[config.mk]
export PLATFORM = sky130hd
export DESIGN_NAME = encoder_volume_with_mute_core
export DESIGN_NICKNAME = d
export VERILOG_FILES = /design/src/rtl/core/evwm_pkg.sv /design/src/rtl/core/evwm_knob.sv /design/src/rtl/core/encoder_volume_with_mute_core.sv
export SDC_FILE = /design/constraint.sdc
export NUM_CORES = 1
export LEC_CHECK = 0
export BUFFER_PORTS_ARGS = -buffer_cell sky130_fd_sc_hd__buf_2
export CORE_ASPECT_RATIO = 0.6
export CORE_MARGIN = 4
export CORE_UTILIZATION = 60
export DETAILED_ROUTE_END_ITERATION = 8
export GPL_TIMING_DRIVEN = 0
export PLACE_DENSITY = 0.8
export SYNTH_ARGS = -nofsm -noshare
export SYNTH_HDL_FRONTEND = slang
export SYNTH_SLANG_ARGS = --single-unit
export TNS_END_PERCENT = 100
[constraint.sdc]
create_clock -name i_clk -period 15.85 [get_ports i_clk]
set_input_delay 1.585 -clock i_clk [delete_from_list [all_inputs] [get_ports i_clk]]
set_output_delay 1.585 -clock i_clk [all_outputs]
set_load 0.02 [all_outputs]
[src/rtl/core/evwm_pkg.sv]
`timescale 1ns / 1ps
`default_nettype none

package evwm_pkg;

    localparam int unsigned AddrWidth = 4;
    localparam int unsigned DataWidth = 32;

    localparam logic [1:0] RegSpinHoldoff  = 2'd0;
    localparam logic [1:0] RegPressHoldoff = 2'd1;
    localparam logic [1:0] RegMaxVolume    = 2'd2;

    localparam logic [31:0] SpinHoldoffRst  = 32'd17;
    localparam logic [31:0] PressHoldoffRst = 32'd50;
    localparam logic [7:0]  MaxVolumeRst    = 8'd16;
    localparam logic [7:0]  LevelRst        = 8'd8;
    localparam logic [8:0]  NoReport        = 9'h1FF;

    typedef struct packed {
        logic        clk_level;
        logic        dt_level;
        logic        button_level;
        logic [31:0] now_ms;
    } t_in;

    typedef struct packed {
        logic [7:0] volume;
        logic       volume_changed;
        logic       muted;
    } t_out;

    typedef struct packed {
        logic [31:0] spin_holdoff_ms;
        logic [31:0] press_holdoff_ms;
        logic [7:0]  max_volume;
    } t_cfg;

endpackage

`default_nettype wire

[src/rtl/core/evwm_knob.sv]
`timescale 1ns / 1ps
`default_nettype none

module evwm_knob (
    input  wire logic           i_clk,
    input  wire logic           i_rst_n,
    input  wire logic           i_fire,
    input  wire evwm_pkg::t_in  i_item,
    input  wire evwm_pkg::t_cfg i_cfg,
    output evwm_pkg::t_out      o_result
);
    import evwm_pkg::*;

    logic        r_prev_clk;
    logic        r_prev_button;
    logic [7:0]  r_level;
    logic [7:0]  r_saved_level;
    logic        r_mute_on;
    logic [31:0] r_last_turn_time;
    logic [31:0] r_last_press_time;
    logic [8:0]  r_reported_level;

    logic [31:0] turn_gap;
    logic [31:0] press_gap;
    logic        turn;
    logic        press;
    logic [7:0]  lvl_turn;
    logic [7:0]  n_level;
    logic [7:0]  n_saved_level;
    logic        n_mute_on;
    logic        changed;

    assign turn_gap  = i_item.now_ms - r_last_turn_time;
    assign press_gap = i_item.now_ms - r_last_press_time;
    assign turn  = (turn_gap > i_cfg.spin_holdoff_ms) && r_prev_clk && !i_item.clk_level;
    assign press = (press_gap > i_cfg.press_holdoff_ms) && r_prev_button
                   && !i_item.button_level;

    always_comb begin
        lvl_turn = r_level;
        if (turn) begin
            if (!i_item.dt_level) begin
                if (r_level < i_cfg.max_volume) lvl_turn = r_level + 8'd1;
            end else begin
                if (r_level != 8'd0) lvl_turn = r_level - 8'd1;
            end
        end
        n_level       = lvl_turn;
        n_saved_level = r_saved_level;
        n_mute_on     = r_mute_on;
        if (press) begin
            if (!r_mute_on) begin
                n_mute_on     = 1'b1;
                n_saved_level = lvl_turn;
                n_level       = 8'd0;
            end else begin
                n_mute_on = 1'b0;
                n_level   = r_saved_level;
            end
        end
    end

    assign changed = ({1'b0, n_level} != r_reported_level);

    assign o_result.volume         = n_level;
    assign o_result.volume_changed = changed;
    assign o_result.muted          = n_mute_on;

    always_ff @(posedge i_clk) begin
        if (!i_rst_n) begin
            r_prev_clk        <= 1'b1;
            r_prev_button     <= 1'b1;
            r_level           <= LevelRst;
            r_saved_level     <= LevelRst;
            r_mute_on         <= 1'b0;
            r_last_turn_time  <= '0;
            r_last_press_time <= '0;
            r_reported_level  <= NoReport;
        end else if (i_fire) begin
            r_prev_clk    <= i_item.clk_level;
            r_prev_button <= i_item.button_level;
            r_level       <= n_level;
            r_saved_level <= n_saved_level;
            r_mute_on     <= n_mute_on;
            if (turn) r_last_turn_time <= i_item.now_ms;
            if (press) r_last_press_time <= i_item.now_ms;
            if (changed) r_reported_level <= {1'b0, n_level};
        end
    end

endmodule

`default_nettype wire

[src/rtl/core/encoder_volume_with_mute_core.sv]
// Rotary encoder volume knob with mute.
// Input channel: one item per pin sample (clk, dt, button levels and a
// millisecond tick), accepted when i_in_valid is high and o_in_stall low.
// Output channel: one item per input item (volume, changed flag, mute
// state), taken when o_out_valid is high and i_out_stall low.
// Path: an accepted item is held in the input register, then makes one pass
// through the compare/increment logic into the result register.
// Throughput: one item per cycle unless the receiver stalls; the knob state
// is updated in that same pass, so each item sees the state left by the item
// before it. When the receiver stalls, the result holds; one more item waits
// in the input register, after which o_in_stall rises until the result is taken.
// Reset (synchronous, active low) restores the hold-off times (17 ms and
// 50 ms), the volume limit (16), volume 8, unmuted, and clears both
// valid flags; the first item after reset always reports a change.
// Registers via APB: 0x0 spin hold-off, 0x4 press hold-off, 0x8 limit.
// Write them only while no item is in flight.
`timescale 1ns / 1ps
`default_nettype none

module encoder_volume_with_mute_core (
    input  wire logic                            i_clk,
    input  wire logic                            i_rst_n,
    input  wire logic                            i_in_valid,
    output logic                                 o_in_stall,
    input  wire evwm_pkg::t_in                   i_in_data,
    output logic                                 o_out_valid,
    input  wire logic                            i_out_stall,
    output evwm_pkg::t_out                       o_out_data,
    input  wire logic                            psel,
    input  wire logic                            penable,
    input  wire logic                            pwrite,
    input  wire logic [evwm_pkg::AddrWidth-1:0]  paddr,
    input  wire logic [evwm_pkg::DataWidth-1:0]  pwdata,
    output logic      [evwm_pkg::DataWidth-1:0]  prdata,
    output logic                                 pready
);
    import evwm_pkg::*;

    t_cfg       r_cfg;
    logic       r_in_valid;
    t_in        r_in;
    logic       r_out_valid;
    t_out       r_out;
    t_out       result;
    logic       advance;
    logic [1:0] reg_idx;

    assign pready  = 1'b1;
    assign reg_idx = paddr[3:2];

    always_comb begin
        unique case (reg_idx)
            RegSpinHoldoff:  prdata = r_cfg.spin_holdoff_ms;
            RegPressHoldoff: prdata = r_cfg.press_holdoff_ms;
            RegMaxVolume:    prdata = {24'd0, r_cfg.max_volume};
            default:         prdata = '0;
        endcase
    end

    always_ff @(posedge i_clk) begin
        if (!i_rst_n) begin
            r_cfg.spin_holdoff_ms  <= SpinHoldoffRst;
            r_cfg.press_holdoff_ms <= PressHoldoffRst;
            r_cfg.max_volume       <= MaxVolumeRst;
        end else if (psel && penable && pwrite) begin
            unique case (reg_idx)
                RegSpinHoldoff:  r_cfg.spin_holdoff_ms  <= pwdata;
                RegPressHoldoff: r_cfg.press_holdoff_ms <= pwdata;
                RegMaxVolume:    r_cfg.max_volume       <= pwdata[7:0];
                default: ;
            endcase
        end
    end

    assign advance    = r_in_valid && (!r_out_valid || !i_out_stall);
    assign o_in_stall = r_in_valid && !advance;

    always_ff @(posedge i_clk) begin
        if (!i_rst_n) begin
            r_in_valid <= 1'b0;
        end else if (!o_in_stall) begin
            r_in_valid <= i_in_valid;
        end
    end

    always_ff @(posedge i_clk) begin
        if (!o_in_stall && i_in_valid) r_in <= i_in_data;
    end

    evwm_knob u_knob (
        .i_clk    (i_clk),
        .i_rst_n  (i_rst_n),
        .i_fire   (advance),
        .i_item   (r_in),
        .i_cfg    (r_cfg),
        .o_result (result)
    );

    always_ff @(posedge i_clk) begin
        if (!i_rst_n) begin
            r_out_valid <= 1'b0;
        end else if (advance) begin
            r_out_valid <= 1'b1;
        end else if (!i_out_stall) begin
            r_out_valid <= 1'b0;
        end
    end

    always_ff @(posedge i_clk) begin
        if (advance) r_out <= result;
    end

    assign o_out_valid = r_out_valid;
    assign o_out_data  = r_out;

endmodule

`default_nettype wire

After elaboration in Yosys (flattened, before gate mapping). Index checks and enable logic that the tools add are counted.

Register bits after elaboration: 211. Output and inout port bits: 45. Bits in read-only memories: 0. Word-level logic and storage cells: 68. Input port bits: 78. Memories: 0. Latch bits: 0. Bits in writable memories: 0.

Add/sub/neg operators: 4. $lt $le $gt $ge: 3. Mux-type cells: 11. Divide/modulo/power cells: 0. Multiply operators: 0. Reductions and logical operators: 25. Equality and inequality tests: 4. Bitwise logic cells: 1. Shift-type cells: 0.

Operator list (count): $pmux W32 S3 (1); $gt A32 B32 Y1 (2); $sub A32 B32 Y32 (2); $mux W8 (6); $reduce_and A2 Y1 (6); $logic_and A1 B1 Y1 (9); $ne A8 B9 Y1 (1); $add A8 B1 Y8 const B (1); $lt A8 B8 Y1 (1); $reduce_bool A8 Y1 (1); $sub A8 B1 Y8 const B (1); $logic_not A1 Y1 (6); $mux W1 (4); $reduce_and A3 Y1 (1); $eq A2 B1 Y1 const B (1); $eq A2 B2 Y1 const B (1); $logic_not A2 Y1 (1); $ne A2 B1 Y1 const B (1); $logic_or A1 B1 Y1 (1); $not A1 Y1 (1).

Longest topological paths before layout.
Depth after elaboration: 8. Gate-level depth with buffers: 29. Mapped depth without buffers: 27.

Modules after synthesis. A second synthesis with hierarchy kept.

Cells, all modules: 1655. Area, all modules: 14029.7 um^2.

By module, submodules not included: evwm_knob (area each 9286.4 um^2, cells each 1244, seq. area each 1841.8 um^2, instances 1); encoder_volume_with_mute_core (area each 4743.3 um^2, cells each 411, seq. area each 2832.7 um^2, instances 1).

Worst setup path after synthesis. Ideal clock, no wire load.

Path kind: register -> register. Start point: reg r_in[0] (netlist bit). End point: reg u_knob.r_reported_level[6]. Data required time: 15710 ps. Period minus slack after synthesis: 6143 ps. Arrival: 6003 ps. Path buffers: 2. Setup time: 140 ps. Stages on the path, launching flop included: 30. Slack: 9707 ps. Cells stage by stage: edfxtp_1 inv_1 ha_1 inv_1 fa_1 a21o_1 a21o_1 a21oi_1 o21ai_0 a221o_1 a211oi_1 o31ai_1 nor3_1 o21bai_1 a21oi_1 xnor2_1 ha_1 nand4_2 nor4_2 or3b_1 a31oi_4 nor2_2 buf_6 o21ai_1 o22ai_1 a2111o_1 o41ai_4 buf_6 and4b_1 o31ai_2.

Word-level cells in the longest chain between the ends: 8. Elaborated cells between the ends (all ways): 12. Those cells by class: add/sub (2); order compare (2); eq/ne (1); mux (2); reduce/logical (5).

RTL lines: start: declaration (line encoder_volume_with_mute_core.sv:41) `t_in r_in;`; start signal: assignment (line encoder_volume_with_mute_core.sv:87) `if (!o_in_stall && i_in_valid) r_in <= i_in_data;`; $sub A32 B32 Y32 (line evwm_knob.sv:33) `assign turn_gap = i_item.now_ms - r_last_turn_time;`; $gt A32 B32 Y1 (line evwm_knob.sv:35) `assign turn = (turn_gap > i_cfg.spin_holdoff_ms) && r_prev_clk && !i_item.clk_level;`; $logic_and A1 B1 Y1 (2 in a row) (line evwm_knob.sv:35); $mux W8 (line evwm_knob.sv:41) `if (turn) begin`; $mux W8 * (line evwm_knob.sv:51) `if (press) begin`; $ne A8 B9 Y1 (line evwm_knob.sv:63) `assign changed = ({1'b0, n_level} != r_reported_level);`; $reduce_and A2 Y1 (no source line); end signal: assignment (line evwm_knob.sv:78) `r_reported_level <= NoReport;`; end signal: assignment (line evwm_knob.sv:87) `if (changed) r_reported_level <= {1'b0, n_level};`; end: declaration (line evwm_knob.sv:21) `logic [8:0] r_reported_level;`.

Every way passes the cells marked *; elsewhere a longest branch is shown, timed or not. A chain may end at the register's enable or synchronous reset.

Worst setup path in the final report.
Start point: reg r_in[11] (netlist bit). End point: reg u_knob.r_reported_level[6].

Same word-level chain as after synthesis.

==> run metrics <==
top cell types by occurrence after synthesis=331 x sky130_fd_sc_hd__nand2_1, 166 x sky130_fd_sc_hd__dfxtp_1, 151 x sky130_fd_sc_hd__inv_1, 136 x sky130_fd_sc_hd__ha_1, 125 x sky130_fd_sc_hd__a21boi_0; area of the mapped netlist=14000 µm²; postcts setup bufs=0; worst slew margin relative to its limit=0.249; reg2reg start=r_in[11]$_DFFE_PP_; clock buffer count from CTS=22; overall via count from detail_route=13100; switching share of total power=0.306; arrival time at the worst endpoint=8910 ps; Longest Clk Path Bufs=3; most frequently used cell type in the post-synthesis netlist=sky130_fd_sc_hd__nand2_1; final std cell area, no fill=15700 µm²; GPL Wtd Cong=0.969; post-synthesis net count=1932; total number of H-tree levels=1; final wirelength=42500 µm; peak per-stage delay on the critical path=730 ps; proportion of power drawn by flip-flops and latches=0.399; latest clock arrival within the worst-skew pair=530 ps; Psw=0.455 mW; placed instance area=15000 µm²; GRT overflow=0; number of synthesis warnings=0; area enclosed by the die boundary=25900 µm²; highest attainable clock frequency=117 MHz; Die Span X=205 µm; Clock Sink Count=about 210; internal power component=approximately 1 mW; sort of element at the end of the critical path=register; starting density of the core=0.621; Min-Delay Path Depth=2; hold path startpoint=u_knob.r_last_press_time[27]$_SDFFE_PN0P_; CORE AREA=22500 µm²; dpl ws=a little under 8000 ps; number of flops mapped to enable cells by yosys=45; average wire per cell in the routed design=19.5 µm; actual transition at the worst max-transition pin=1130 ps; maximum net fanout on the critical path=10; non-filler instance count after layout=2182; Detail Route Antenna Nets=0; height of the die=126 µm; number of antenna cells inserted=0; cell row count=42; Hold Path Class=reg2reg; Clock Root Buffer=sky130_fd_sc_hd__clkbuf_16; cells taking the most area after synthesis=sky130_fd_sc_hd__dfxtp_1 24%, sky130_fd_sc_hd__ha_1 12%, sky130_fd_sc_hd__edfxtp_1 9.7%; time the worst path needs with I/O delays and setup=8530 ps; via count of the first global-routing pass=approximately 12000; min setup slack post-route=~7300 ps; TritonRoute pass-1 iters=8; dominant register cell in the synthesized netlist=sky130_fd_sc_hd__dfxtp_1; hold violation count in the final report=0; DRC violations left=0; library cell contributing the largest single delay on the critical path=sky130_fd_sc_hd__a211oi_1; share of synthesized flip-flops with an asynchronous set or reset=0; summed negative setup slack over all endpoints=0 ps; combinational cell fraction of total power=0.232; Iter 0 DRT Violations=between 1000 and 1500; leakage power of the design=between 6 and 7 nW; maximum number of pins on one net before global-route repair=22; number of ports placed on the die boundary=123; Yosys top cell by area=sky130_fd_sc_hd__dfxtp_1; Hold Worst Slack=465 ps; startpoint kind of the worst setup timing path=register; Post-Route Utilization=0.699; synthesized area per cell=8.15 µm²; power consumption=1.49 mW; outcome=complete, no violations; total of hold buffers inserted after clock tree synthesis=0; worst supply voltage drop on vdd=0.0696 mV; startpoint-to-endpoint class of the critical path=reg2reg; total half-perimeter wirelength after legalization and detailed placement=32700 µm; total count of max-transition violations in the final report=0; # resized after CTS=0; #FFs+latches synth=211; area share of the largest cell type after synthesis=0.238; # Max-Cap Violations=0; number of instances in the synthesized netlist=1716; share of layout cells above drive strength 1=0.0993; layout-stage area growth over the synthesis result=12.5%; Reg2Reg Depth=26; final worst path period share=0.538; Worst setup startpoint=r_in[11]$_DFFE_PP_; setup-violating endpoint count in the final report=0; clock share of power=0.369; count of unique library cells instantiated by Yosys=76; sequential-to-total area share from yosys stat=0.334; wire length of the first global-routing pass=around 66000 µm; Tot GR Track Use=0.319; setup repair after global routing missed its margin=false; Data required, critical path=16240 ps; Worst Clk Skew=17.4 ps; post-layout net count=2074; CTS tree=done; antenna violations before repair=0; pwr dens=94.5 nW/µm²; count of placed standard cells including taps=2142; Clock Pin Slew Worst Setup and Hold Paths=70 ps; number of vias per cell after detailed routing=6.02; Port-buffer cells=117
area by class of cell:
| class | count | area [µm²] |
|---|---|---|
| fill | 1917 | 6770 |
| buffer | 78 | 317 |
| sequential | 211 | 4670 |
| tap | 308 | 385 |
| multi-input combinational | 1276 | 8430 |
| inverter | 151 | 567 |
| clock inverter | 9 | 131 |
| timing repair buffer | 118 | 606 |
| clock buffer | 31 | 616 |
power by group through the flow:
stage               logic, mW  registers [mW]  clock network, mW
finish                  0.345           0.592              0.548
global route            0.379           0.594              0.573
CTS                     0.336           0.591              0.551
detailed placement      0.333           0.603                  0
global placement        0.320           0.603                  0
floorplan               0.238           0.599                  0
routing by layer:
layer  part of all wire  GRT usage  vias up
met5                  0          0        -
met4              0.019     0.0736        0
met3               0.12     0.0750       77
met2               0.40      0.452      672
met1               0.46      0.490     6206
li1                   -          -     6184
sequential cells by signal (all words and copies together), names as in the netlist:
signal / flops
u_knob.r_level: 8
u_knob.r_saved_level: 8
o_out_data: 10
r_in_valid: 1
u_knob.r_prev_clk: 1
u_knob.r_mute_on: 1
o_out_valid: 1
u_knob.r_prev_button: 1
u_knob.r_last_press_time: 32
r_in: 35
u_knob.r_last_turn_time: 32
u_knob.r_reported_level: 9
r_cfg: 72
worst max-delay path, delay by kind of cell, from the launching register on:
| kind | cells | cell delay (ps) |
|---|---|---|
| fa+ha+maj | 2 | 680 |
| flops | 1 | 490 |
| buf+inv | 3 | 640 |
| xor+xnor | 1 | 310 |
| compound gates | 13 | 4230 |
| simple gates | 6 | 1820 |
| mux | 1 | 200 |
path summary, 6_finish.rpt:
kind,endpoint,slack (ps)
worst max-delay path,u_knob.r_reported_level[6]$_SDFFE_PN1P_,7320
worst min-delay path,u_knob.r_last_press_time[27]$_SDFFE_PN0P_,460
worst max register to register,u_knob.r_reported_level[6]$_SDFFE_PN1P_,7320
worst min register to register,u_knob.r_last_press_time[27]$_SDFFE_PN0P_,460
logic make-up (layout without fill, tap and decap cells):
| kind of cell | after synthesis | count (layout) | share of synthesized area |
|---|---|---|---|
| xor+xnor | 64 | 64 | 0.0401 |
| simple gates | 597 | 597 | 0.192 |
| fa+ha+maj | 138 | 138 | 0.125 |
| compound gates | 434 | 434 | 0.215 |
| flops | 211 | 211 | 0.334 |
| other cells | 1 | 1 | 0.000268 |
| mux | 42 | 42 | 0.0303 |
| buf+inv | 229 | 387 | 0.0632 |
cells in the final DEF, fill, tap and decap left out, types with 5 or more instances in the layout:
cell / n
sky130_fd_sc_hd__a21boi_0: 125
sky130_fd_sc_hd__a21o_1: 29
sky130_fd_sc_hd__a21oi_1: 96
sky130_fd_sc_hd__a21oi_2: 5
sky130_fd_sc_hd__a31oi_1: 7
sky130_fd_sc_hd__and2_1: 12
sky130_fd_sc_hd__and3_1: 13
sky130_fd_sc_hd__and4b_1: 6
sky130_fd_sc_hd__buf_2: 118
sky130_fd_sc_hd__clkbuf_1: 76
sky130_fd_sc_hd__clkbuf_16: 23
sky130_fd_sc_hd__clkinv_2: 5
sky130_fd_sc_hd__dfxtp_1: 166
sky130_fd_sc_hd__edfxtp_1: 45
sky130_fd_sc_hd__ha_1: 136
sky130_fd_sc_hd__inv_1: 151
sky130_fd_sc_hd__mux2i_1: 40
sky130_fd_sc_hd__nand2_1: 331
sky130_fd_sc_hd__nand2b_1: 20
sky130_fd_sc_hd__nand3_1: 34
sky130_fd_sc_hd__nand3b_1: 5
sky130_fd_sc_hd__nand4_1: 16
sky130_fd_sc_hd__nor2_1: 90
sky130_fd_sc_hd__nor2b_1: 24
sky130_fd_sc_hd__nor3_1: 17
sky130_fd_sc_hd__nor3b_1: 6
sky130_fd_sc_hd__o211a_1: 9
sky130_fd_sc_hd__o211ai_1: 12
sky130_fd_sc_hd__o21a_1: 18
sky130_fd_sc_hd__o21ai_0: 58
sky130_fd_sc_hd__o21ai_1: 6
sky130_fd_sc_hd__o21bai_1: 6
sky130_fd_sc_hd__o31ai_2: 6
sky130_fd_sc_hd__or2_2: 5
sky130_fd_sc_hd__or3_1: 5
sky130_fd_sc_hd__xnor2_1: 45
sky130_fd_sc_hd__xor2_1: 19
No activity file was read; power rests on OpenSTA's default activity.
